## src/design/ttm_pkg.sv

```systemverilog
`default_nettype none
// ----------------------------------------------------------------------------
// ttm_pkg
// shared types, codes and constants of the two-tape turing machine step block
// ----------------------------------------------------------------------------
package ttm_pkg;

    localparam int TAPE_DEPTH = 1024;
    localparam int RULE_SLOTS = 64;
    localparam int ADDR_W     = 10;
    localparam int SLOT_W     = 6;
    localparam int STATE_W    = 6;
    localparam int SYM_W      = 8;
    localparam int MOVE_W     = 2;
    localparam int STATUS_W   = 3;
    localparam int COUNT_W    = 32;
    localparam int UPC_W      = 4;
    localparam int UCODE_LEN  = 10;

    localparam logic [SYM_W-1:0]  BLANK_SYM = SYM_W'(95);
    localparam logic [ADDR_W-1:0] HEAD_HOME = ADDR_W'(TAPE_DEPTH / 2);
    localparam logic [ADDR_W-1:0] HEAD_LAST = ADDR_W'(TAPE_DEPTH - 1);

    localparam logic [MOVE_W-1:0] MV_RIGHT = 2'd1;
    localparam logic [MOVE_W-1:0] MV_LEFT  = 2'd2;

    localparam logic [1:0] OP_LOAD = 2'd0;
    localparam logic [1:0] OP_CELL = 2'd1;
    localparam logic [1:0] OP_STEP = 2'd2;

    localparam logic [STATUS_W-1:0] ST_LOADED = 3'd0;
    localparam logic [STATUS_W-1:0] ST_STEPPED = 3'd1;
    localparam logic [STATUS_W-1:0] ST_ACCEPT = 3'd2;
    localparam logic [STATUS_W-1:0] ST_NORULE = 3'd3;
    localparam logic [STATUS_W-1:0] ST_EDGE = 3'd4;

    localparam logic CFG_START  = 1'b0;
    localparam logic CFG_ACCEPT = 1'b1;

    typedef enum logic [1:0] {
        HALT_RUN,
        HALT_ACCEPT,
        HALT_NORULE
    } t_halt;

    typedef struct packed {
        logic [STATE_W-1:0] from_state;
        logic [SYM_W-1:0]   read_sym0;
        logic [SYM_W-1:0]   read_sym1;
        logic [STATE_W-1:0] to_state;
        logic [SYM_W-1:0]   write_sym0;
        logic [SYM_W-1:0]   write_sym1;
        logic [MOVE_W-1:0]  move0;
        logic [MOVE_W-1:0]  move1;
    } t_rule;

    typedef struct packed {
        logic [SYM_W-1:0]   cell_sym;
        logic [ADDR_W-1:0]  cell_addr;
        logic [MOVE_W-1:0]  move1;
        logic [MOVE_W-1:0]  move0;
        logic [SYM_W-1:0]   write_sym1;
        logic [SYM_W-1:0]   write_sym0;
        logic [STATE_W-1:0] to_state;
        logic [SYM_W-1:0]   read_sym1;
        logic [SYM_W-1:0]   read_sym0;
        logic [STATE_W-1:0] from_state;
        logic [SLOT_W-1:0]  rule_slot;
    } t_item;

    typedef enum logic [3:0] {
        A_NOP,
        A_LOAD,
        A_CELL,
        A_CHECK,
        A_SEARCH,
        A_NORULE,
        A_APPLY,
        A_READ,
        A_EMIT
    } t_act;

    typedef enum logic [2:0] {
        J_NEXT,
        J_GOTO,
        J_ACCEPT,
        J_OP,
        J_HALT,
        J_SEARCH,
        J_EMIT
    } t_jmp;

    typedef logic [UPC_W-1:0] t_upc;

    localparam t_upc U_IDLE     = 4'd0;
    localparam t_upc U_DISPATCH = 4'd1;
    localparam t_upc U_LOAD     = 4'd2;
    localparam t_upc U_CELL     = 4'd3;
    localparam t_upc U_CHECK    = 4'd4;
    localparam t_upc U_SEARCH   = 4'd5;
    localparam t_upc U_NORULE   = 4'd6;
    localparam t_upc U_APPLY    = 4'd7;
    localparam t_upc U_READ     = 4'd8;
    localparam t_upc U_EMIT     = 4'd9;

    typedef struct packed {
        t_act act;
        t_jmp jmp;
        t_upc target;
    } t_uword;

    typedef struct packed {
        logic       accepted;
        logic [1:0] op;
        logic       halt;
        logic       hit;
        logic       scan_end;
        logic       out_busy;
    } t_cond;

endpackage
`default_nettype wire

```

## src/design/ttm_rule_mem.sv

```systemverilog
`default_nettype none
// ----------------------------------------------------------------------------
// ttm_rule_mem
// rule store with per-slot valid bits and a registered read port
// ----------------------------------------------------------------------------
module ttm_rule_mem
    import ttm_pkg::*;
(
    input  wire               i_clk,
    input  wire               i_rst_n,
    input  wire               i_we,
    input  wire  [SLOT_W-1:0] i_wa,
    input  t_rule             i_wd,
    input  wire               i_re,
    input  wire  [SLOT_W-1:0] i_ra,
    output t_rule             o_q,
    output logic              o_qv
);

    t_rule                 mem [RULE_SLOTS];
    logic [RULE_SLOTS-1:0] r_valid;
    t_rule                 r_q;
    logic                  r_qv;

    assign o_q  = r_q;
    assign o_qv = r_qv;

    always_ff @(posedge i_clk) begin
        if (i_we) begin
            mem[i_wa] <= i_wd;
        end
        if (i_re) begin
            r_q <= mem[i_ra];
        end
    end

    always_ff @(posedge i_clk) begin
        if (!i_rst_n) begin
            r_valid <= '0;
            r_qv    <= 1'b0;
        end else begin
            if (i_we) begin
                r_valid[i_wa] <= 1'b1;
            end
            if (i_re) begin
                r_qv <= r_valid[i_ra];
            end
        end
    end

endmodule
`default_nettype wire

```

## config.mk

```make
export PLATFORM = sky130hd
export DESIGN_NAME = ttm_rule_mem
export DESIGN_NICKNAME = d
export VERILOG_FILES = /design/src/design/ttm_pkg.sv /design/src/design/ttm_rule_mem.sv
export SDC_FILE = /design/constraint.sdc
export NUM_CORES = 2
export LEC_CHECK = 0
export BUFFER_PORTS_ARGS = -buffer_cell sky130_fd_sc_hd__buf_4
export CAP_MARGIN = 10
export CORE_MARGIN = 2
export CORE_UTILIZATION = 32
export CTS_BUF_LIST = sky130_fd_sc_hd__clkbuf_8
export DETAILED_ROUTE_END_ITERATION = 8
export HOLD_SLACK_MARGIN = 0.05
export SYNTH_ARGS = -nofsm -noshare
export SYNTH_HDL_FRONTEND = slang
export SYNTH_SLANG_ARGS = --single-unit
```

## constraint.sdc

```tcl
create_clock -name i_clk -period 6.45 [get_ports i_clk]
set_clock_uncertainty 0.15 [all_clocks]
set_input_delay 1.935 -clock i_clk [delete_from_list [all_inputs] [get_ports i_clk]]
set_output_delay 1.935 -clock i_clk [all_outputs]
set_load 0.02 [all_outputs]
```

==> impl_metrics.tcl <==
set metrics [dict create \
    wirelength_mm 334 \
    fin_crit_ns 4.11 \
    die-width_um 617 \
    initialDrtViolationCount 7016 \
    cts_sinks 3185 \
    maxCapViolations 0 \
    io_pins 113 \
    outcome "completed" \
    fmaxAchievable_ghz 0.244 \
    num_rows 225 \
    cts_tree "done" \
    yosysWarnings 0 \
    grt_max_degree 84 \
    post-dp-hpwl_mm 170 \
    drtAntennaViolNets 0 \
    power_mw 40.2 \
    crit_path_max_fanout 83 \
    synth_area_mm2 0.120 \
    slew_headroom_pct 15.8 \
    antenna_found_initial 32 \
    intPower_mw 31.3 \
    combPwrFrac_pct 4.9 \
    cts_setup_buffers 0 \
    ys_ff_latch 3185 \
    htreeDepth 5 \
    syn-num-nets 4761 \
    wire_per_inst_um 31.4 \
    ys_top_cells_by_area "edfxtp_1 (78%), mux4_2 (19%), dfxtp_1 (1.1%)" \
    clk_latency_ns 1.08 \
    finalSetupViolCount 0 \
    p_sw_share_pct 22.2 \
    cts_buffers 478 \
    hp-class "flip-flop to flip-flop" \
    floorplan.initialDensity_pct 32.1 \
    grt_setup_unrepaired "false" \
    worstPathRequired_ns 7.02 \
    synth_cells 4697 \
    cts-root-buf "clkbuf_8" \
    cts.reportedPaths.clkPinSlew_ns 0.06 \
    area_growth_pct 15.0 \
    grt_pass1_wl_mm 459 \
    tns_ns 0 \
    hold_viol 0 \
    power_switching_mw 8.93 \
    tightest_slew_ns 1.26 \
    finalCritPeriodShare_pct 63.6 \
    overflow 0 \
    drc 0 \
    drive_above_1_share_pct 35.0 \
    cts-resized-gates 0 \
    maxSlewViolCount 0 \
    r2r_slack_ns 4.12 \
    arrival_ns 4.68 \
    die_y_um 617 \
    vias 56298 \
    final_common_cell "edfxtp_1" \
    place.gp.congestion 0.746 \
    port_buffers 112 \
    layout_common_cells "edfxtp_1 (3120), mux4_2 (996), clkbuf_8 (483)" \
    criticalPathCategory "primary input to flip-flop" \
    ys_seq_area_share_pct 78.9 \
    dieArea_mm2 0.381 \
    ir_drop_v 0.000202 \
    synthDistinctLibCells 33 \
    start_kind "primary input" \
    pwr-share-clk_pct 37.9 \
    power_density_mw_per_mm2 290 \
    final_nets 5321 \
    grt_usage_pct 17.2 \
    clockBufferDepth 4 \
    synth_top_area_cell "edfxtp_1" \
    via_per_inst 5.28 \
    leakage_nw 42.8 \
    seqPwrFrac_pct 57.2 \
    core_area_mm2 0.375 \
    cp-end-kind "flip-flop" \
    yosysTopAreaCellShare_pct 77.8 \
    holdWs_ns 0.314 \
    grt_pass1_vias 57243 \
    postSynthAreaPerCell_um2 25.6 \
    first_pass_iters 6 \
    cts-hold-fix-buffers 0 \
]
==> layer usage <==
metal	GRT usage (%)	vias up	part of all wire, %
met5	0	-	0.021
li1	-	21832	-
met4	4.33	12	2.1
met2	29.9	2635	52
met1	22.5	31331	39
met3	2.82	488	7.6
==> worst paths after layout <==
check,startpoint,end,cells past startpoint
setup reg to reg,mem[38][46],o_q[46],3
setup / recovery,i_ra[0],o_q[23],5
hold / removal,r_valid[35],r_valid[35],1
hold reg to reg,r_valid[35],r_valid[35],1
==> Yosys cell counts <==
master and number:
edfxtp_1 3120, mux4_2 996, clkbuf_1 114, buf_2 77, mux2i_1 72, dfxtp_1 65
o21a_1 64, nor2_1 63, buf_1 32, buf_4 23, nand3_1 10, nor2b_1 8
nand2_1 7, nand2b_1 7, a21oi_1 5, mux2_2 4, nor3_1 4, and3b_1 3
nand4_1 3, a22o_1 2, and3_1 2, o21ai_1 2, o311ai_0 2, o31ai_1 2
or2_2 2, a211oi_1 1, a31oi_1 1, a41o_1 1, buf_6 1, nand3b_1 1
o2111ai_1 1, o211ai_1 1, or3_1 1
==> per-stage QoR <==
stage	std cells	util [%]	instance area (µm²)	setup WS, ns
detailed placement	9771	34.6	130000	1.30
finish	10654	36.9	138000	2.34
global placement	9771	34.6	130000	1.30
floorplan	4697	-	120000	0.0432
global route	10652	36.9	138000	2.23
CTS	10647	36.9	138000	2.30
==> power by group through the flow <==
stage | Sequential, mW | Clock, mW | Combinational [mW]
global route | 23.0 | 16.4 | 2.09
finish | 23.0 | 15.2 | 1.97
CTS | 23.0 | 15.5 | 2.00
floorplan | 23.4 | 0 | 1.12
detailed placement | 23.4 | 0 | 2.00
global placement | 23.4 | 0 | 1.96
==> sequential cells by signal, indices dropped and copies added, names as in the netlist <==
name	cells
o_qv	1
mem	3072
o_q	48
r_valid	64
==> worst max-delay path, cell delays in order <==
cell    delay [ns]
buf_16        0.54
buf_4         0.50
mux4_2        0.57
mux4_2        0.50
mux4_2        0.48
==> area by class of cell <==
class	count	area [µm²]
clock buffers	483	6650
multi-input cells	1265	24800
diodes	7	17.5
repair buffers	327	3710
flip-flops and latches	3185	95000
clock inverters	393	2030
fillers	33638	237000
well taps	4994	6250
==> cells by family (layout without fill, tap and decap cells) <==
logic type / count (synthesis) / in the layout / synth area share, %
other: 0 / 7 / 0
muxes: 1072 / 1072 / 19.3
AOI/OAI and AO/OA: 82 / 82 / 0.503
and+or+nand+nor: 111 / 111 / 0.424
DFF: 3185 / 3185 / 78.9
buffers and inverters: 247 / 1203 / 0.928
Note: power is estimated with default switching activity, not from simulation.
