[config.mk]
export PLATFORM = sky130hd
export DESIGN_NAME = ttm_seq
export DESIGN_NICKNAME = d
export VERILOG_FILES = /design/src/design/ttm_pkg.sv /design/src/design/ttm_seq.sv
export SDC_FILE = /design/constraint.sdc
export NUM_CORES = 1
export LEC_CHECK = 0
export BUFFER_PORTS_ARGS = -buffer_cell sky130_fd_sc_hd__buf_4
export CORE_MARGIN = 2
export CORE_UTILIZATION = 45
export DETAILED_ROUTE_END_ITERATION = 8
export HOLD_SLACK_MARGIN = 0.06
export PLACE_DENSITY = 0.73
export SLEW_MARGIN = 5
export SYNTH_ARGS = -nofsm -noshare
export SYNTH_HDL_FRONTEND = slang
export SYNTH_SLANG_ARGS = --single-unit
[constraint.sdc]
create_clock -name i_clk -period 5.8 [get_ports i_clk]
set_input_delay 1.16 -clock i_clk [delete_from_list [all_inputs] [get_ports i_clk]]
set_output_delay 1.16 -clock i_clk [all_outputs]
set_load 0.02 [all_outputs]
[src/design/ttm_pkg.sv]
`default_nettype none
// ----------------------------------------------------------------------------
// ttm_pkg
// shared types, codes and constants of the two-tape turing machine step block
// ----------------------------------------------------------------------------
package ttm_pkg;

    localparam int TAPE_DEPTH = 1024;
    localparam int RULE_SLOTS = 64;
    localparam int ADDR_W     = 10;
    localparam int SLOT_W     = 6;
    localparam int STATE_W    = 6;
    localparam int SYM_W      = 8;
    localparam int MOVE_W     = 2;
    localparam int STATUS_W   = 3;
    localparam int COUNT_W    = 32;
    localparam int UPC_W      = 4;
    localparam int UCODE_LEN  = 10;

    localparam logic [SYM_W-1:0]  BLANK_SYM = SYM_W'(95);
    localparam logic [ADDR_W-1:0] HEAD_HOME = ADDR_W'(TAPE_DEPTH / 2);
    localparam logic [ADDR_W-1:0] HEAD_LAST = ADDR_W'(TAPE_DEPTH - 1);

    localparam logic [MOVE_W-1:0] MV_RIGHT = 2'd1;
    localparam logic [MOVE_W-1:0] MV_LEFT  = 2'd2;

    localparam logic [1:0] OP_LOAD = 2'd0;
    localparam logic [1:0] OP_CELL = 2'd1;
    localparam logic [1:0] OP_STEP = 2'd2;

    localparam logic [STATUS_W-1:0] ST_LOADED = 3'd0;
    localparam logic [STATUS_W-1:0] ST_STEPPED = 3'd1;
    localparam logic [STATUS_W-1:0] ST_ACCEPT = 3'd2;
    localparam logic [STATUS_W-1:0] ST_NORULE = 3'd3;
    localparam logic [STATUS_W-1:0] ST_EDGE = 3'd4;

    localparam logic CFG_START  = 1'b0;
    localparam logic CFG_ACCEPT = 1'b1;

    typedef enum logic [1:0] {
        HALT_RUN,
        HALT_ACCEPT,
        HALT_NORULE
    } t_halt;

    typedef struct packed {
        logic [STATE_W-1:0] from_state;
        logic [SYM_W-1:0]   read_sym0;
        logic [SYM_W-1:0]   read_sym1;
        logic [STATE_W-1:0] to_state;
        logic [SYM_W-1:0]   write_sym0;
        logic [SYM_W-1:0]   write_sym1;
        logic [MOVE_W-1:0]  move0;
        logic [MOVE_W-1:0]  move1;
    } t_rule;

    typedef struct packed {
        logic [SYM_W-1:0]   cell_sym;
        logic [ADDR_W-1:0]  cell_addr;
        logic [MOVE_W-1:0]  move1;
        logic [MOVE_W-1:0]  move0;
        logic [SYM_W-1:0]   write_sym1;
        logic [SYM_W-1:0]   write_sym0;
        logic [STATE_W-1:0] to_state;
        logic [SYM_W-1:0]   read_sym1;
        logic [SYM_W-1:0]   read_sym0;
        logic [STATE_W-1:0] from_state;
        logic [SLOT_W-1:0]  rule_slot;
    } t_item;

    typedef enum logic [3:0] {
        A_NOP,
        A_LOAD,
        A_CELL,
        A_CHECK,
        A_SEARCH,
        A_NORULE,
        A_APPLY,
        A_READ,
        A_EMIT
    } t_act;

    typedef enum logic [2:0] {
        J_NEXT,
        J_GOTO,
        J_ACCEPT,
        J_OP,
        J_HALT,
        J_SEARCH,
        J_EMIT
    } t_jmp;

    typedef logic [UPC_W-1:0] t_upc;

    localparam t_upc U_IDLE     = 4'd0;
    localparam t_upc U_DISPATCH = 4'd1;
    localparam t_upc U_LOAD     = 4'd2;
    localparam t_upc U_CELL     = 4'd3;
    localparam t_upc U_CHECK    = 4'd4;
    localparam t_upc U_SEARCH   = 4'd5;
    localparam t_upc U_NORULE   = 4'd6;
    localparam t_upc U_APPLY    = 4'd7;
    localparam t_upc U_READ     = 4'd8;
    localparam t_upc U_EMIT     = 4'd9;

    typedef struct packed {
        t_act act;
        t_jmp jmp;
        t_upc target;
    } t_uword;

    typedef struct packed {
        logic       accepted;
        logic [1:0] op;
        logic       halt;
        logic       hit;
        logic       scan_end;
        logic       out_busy;
    } t_cond;

endpackage
`default_nettype wire

[src/design/ttm_seq.sv]
`default_nettype none
// ----------------------------------------------------------------------------
// ttm_seq
// microcode rom, step counter and jump logic driving the datapath
// ----------------------------------------------------------------------------
module ttm_seq
    import ttm_pkg::*;
(
    input  wire    i_clk,
    input  wire    i_rst_n,
    input  t_cond  i_cond,
    output t_uword o_uword
);

    localparam t_uword UCODE [UCODE_LEN] = '{
        '{A_NOP,    J_ACCEPT, U_IDLE},
        '{A_NOP,    J_OP,     U_IDLE},
        '{A_LOAD,   J_GOTO,   U_READ},
        '{A_CELL,   J_GOTO,   U_READ},
        '{A_CHECK,  J_HALT,   U_READ},
        '{A_SEARCH, J_SEARCH, U_APPLY},
        '{A_NORULE, J_GOTO,   U_READ},
        '{A_APPLY,  J_NEXT,   U_IDLE},
        '{A_READ,   J_NEXT,   U_IDLE},
        '{A_EMIT,   J_EMIT,   U_IDLE}
    };

    t_upc   r_upc;
    t_upc   n_upc;
    t_uword w_uword;

    assign w_uword = UCODE[r_upc];
    assign o_uword = w_uword;

    always_comb begin
        n_upc = r_upc;
        unique case (w_uword.jmp)
            J_NEXT:   n_upc = r_upc + 1'b1;
            J_GOTO:   n_upc = w_uword.target;
            J_ACCEPT: n_upc = i_cond.accepted ? r_upc + 1'b1 : r_upc;
            J_OP: begin
                unique case (i_cond.op)
                    OP_LOAD: n_upc = U_LOAD;
                    OP_CELL: n_upc = U_CELL;
                    OP_STEP: n_upc = U_CHECK;
                    default: n_upc = U_READ;
                endcase
            end
            J_HALT:   n_upc = i_cond.halt ? w_uword.target : r_upc + 1'b1;
            J_SEARCH: begin
                if (i_cond.hit) begin
                    n_upc = w_uword.target;
                end else if (i_cond.scan_end) begin
                    n_upc = r_upc + 1'b1;
                end
            end
            J_EMIT:   n_upc = i_cond.out_busy ? r_upc : w_uword.target;
            default:  n_upc = U_IDLE;
        endcase
    end

    always_ff @(posedge i_clk) begin
        if (!i_rst_n) begin
            r_upc <= U_IDLE;
        end else begin
            r_upc <= n_upc;
        end
    end

endmodule
`default_nettype wire

==> flow_summary.yaml <==
timing:
  min_period_ps: 3013
  slew-limit-headroom_pct: 67.71
  tightest_slew_ps: 483.7
  fmax_mhz: 331.9
  rsz0062_at_grt: "no"
  clock_skew_ps: 1.234
  min_period_over_period_pct: 51.94
  setup_tns_ps: 0
  fin_ws_ps: 2787
  drv_slew: 0
  final-setup-viol-count: 0
  hold_viol: 0
hold_path:
  hp-class: "reg -> reg"
cells_and_area:
  final_cell_mix: "buf_4, nor2_1, inv_1"
  layout_commonest_cell: "buf_4"
  fill_cells: 135
  drive_gt1_share_pct: 30.21
  final_util_pct: 59.34
  nNetsFinal: 111
  top_regs: "r_upc: 4 flops"
  area_growth_pct: 26.38
  antenna_cells: 0
  top_register: "r_upc"
  largest_reg_flops: 4
  fin_area_um2: 743.2
synth:
  ys_warn_count: 0
  yosys.area_share.simple_pct: 33.62
  synth_fa_ha_area_share_pct: 8.511
  synth.mux.area_fraction_pct: 0
  synth.area.top_cells: "dfxtp_1, ha_1, o21ai_0"
  synth-compound-area-share_pct: 34.89
  synthXorXnorAreaFrac_pct: 0
  synth_area_um2: 588.1
  yosysTopAreaCell: "dfxtp_1"
  synth_nets: 92
  synth_top_family_by_area: "compound AO/OA/AOI/OAI gates"
  synth_top_cell_area_share_pct: 13.62
  syn_area_per_cell_um2: 7.444
  ys_seq_elements: 4
  yosysSeqAreaShare_pct: 13.62
  synth_cells: 79
  synth.distinct_cells: 33
global_route:
  grt_pass1_vias: 501
  antenna_found_initial: 0
  grt_overflow: 0
  grt_pass1_wl_mm: 2.214
  grt_start_max_net_pins: 17
  gr-usage-all-layers_pct: 20.14
clocking:
  ctsHoldBuffers: 0
  worstSkewPairLatency_ps: 230
  cts_setup_buffers: 0
  cts_buffers: 3
  cts_tree: "built"
  clk_pin_slew_worst_paths_ps: 40
  cts_htree_levels: 1
  post_cts_resize_count: 0
  clk_path_buf_depth: 2
  cts_sinks: 4
  root_buffer: "clkbuf_4"
die:
  ios: 20
  die_width_um: 40.15
  die_area_um2: 1612
  initial_core_util_pct: 46.95
  die_h_um: 40.15
  std_cell_rows: 13
  coreArea_um2: 1252
worst_setup_path:
  endpoint_kind: "output port"
  crit_end: "o_uword[8]"
  startpoint_type: "register"
  reg2reg_to: "r_upc[0]"
  r2r-start: "r_upc[1]"
  required_ps: 4640
  cp_max_fo: 14
  critical_path_class: "reg -> out"
  startpoint: "r_upc[1]"
  r2r_slack_ps: 3440
  r2r_cells: 6
  cp.arrival_ps: 1850
placement:
  dp_hpwl_mm: 1.179
  io_buffers: 19
  post_dp_cell_area_um2: 720.7
  place_worst_setup_slack_ps: 3029
  gp_congestion: 0.8982
power_and_ir_drop:
  p_leak_nw: 0.3441
  power_density_nw_per_um2: 583.1
  ir_drop_v: 0.0002756
  p_total_mw: 0.4334
detailed_routing:
  drc: 0
  drt_iter0_drc: 24
  wire_per_inst_um: 13.35
  post_drt_via_cell_ratio: 5.739
  vias: 637
  dr.pass1.iters: 4
  finalWirelength_mm: 1.482
  drtAntennaViolNets: 0
status:
  status: "complete, no violations"
flow_run:
  drv_cap: 0
[final cells by class]
cell class	count	area, µm²	area share (%)
Multi-Input combinational cell	63	452.9	60.94
Timing Repair Buffer	19	142.6	19.19
Sequential cell	4	80.08	10.77
Inverter	7	26.28	3.535
Clock buffer	3	22.52	3.030
Tap cell	15	18.77	2.525
[cells by family after synthesis]
logic type / Yosys count
flops: 4
simple gates: 34
compound gates: 25
fa+ha+maj: 4
buf+inv: 12
[metrics by stage]
step                hold WS (ps)  std cells
floorplan                  585.9         79
global placement           664.5        108
detailed placement         670.7        108
CTS                        683.5        111
global route               732.8        111
finish                     680.9        111
[report_power, final]
part | total, mW | switching [mW] | internal [mW]
clock network | 0.0325 | 0.00947 | 0.0230
registers | 0.0707 | 0.0321 | 0.0386
logic | 0.330 | 0.182 | 0.148
[layer usage]
layer  track usage (%)  wire (µm)
met4             2.586          0
met3             1.667         60
met2             33.06        716
met1             28.90        704
met5                 0          0
[critical path, cell delays in order, from the launching register on]
cell and delay [ps]:
dfxtp_1 570, inv_1 140, ha_1 430, nor2b_1 90, nor3_1 180, nor2_1 60, buf_4 150
[how the worst min path moves through the flow]
stage	start	endpoint	depth (start not counted)
final	r_upc[0]	r_upc[3]	2
after floorplan	r_upc[0]	r_upc[3]	2
after global routing	r_upc[0]	r_upc[3]	2
after CTS	r_upc[0]	r_upc[3]	2
after detailed placement	r_upc[0]	r_upc[3]	2
after global placement	r_upc[0]	r_upc[3]	2
[synthesized netlist by cell type]
master and number:
o2111ai_1 1, or4b_1 1, nor3_1 4, o311ai_0 1
o311a_4 1, o31ai_1 2, nor2b_1 3, buf_4 2
or2b_1 1, inv_1 7, buf_2 2, o211ai_1 1
a211oi_1 2, or3b_1 1, a221oi_2 2, a22o_1 1
nor3b_2 1, nor2_1 8, nand3_1 2, o311ai_2 1
nand2b_1 2, o21ai_0 6, nand2_1 6, and2b_1 1
or3_1 1, o211a_1 1, a221oi_1 1, ha_1 4
clkbuf_1 1, dfxtp_1 4, and3b_1 1, or3_4 2
a21oi_1 5
(Power assumes the default switching activity.)
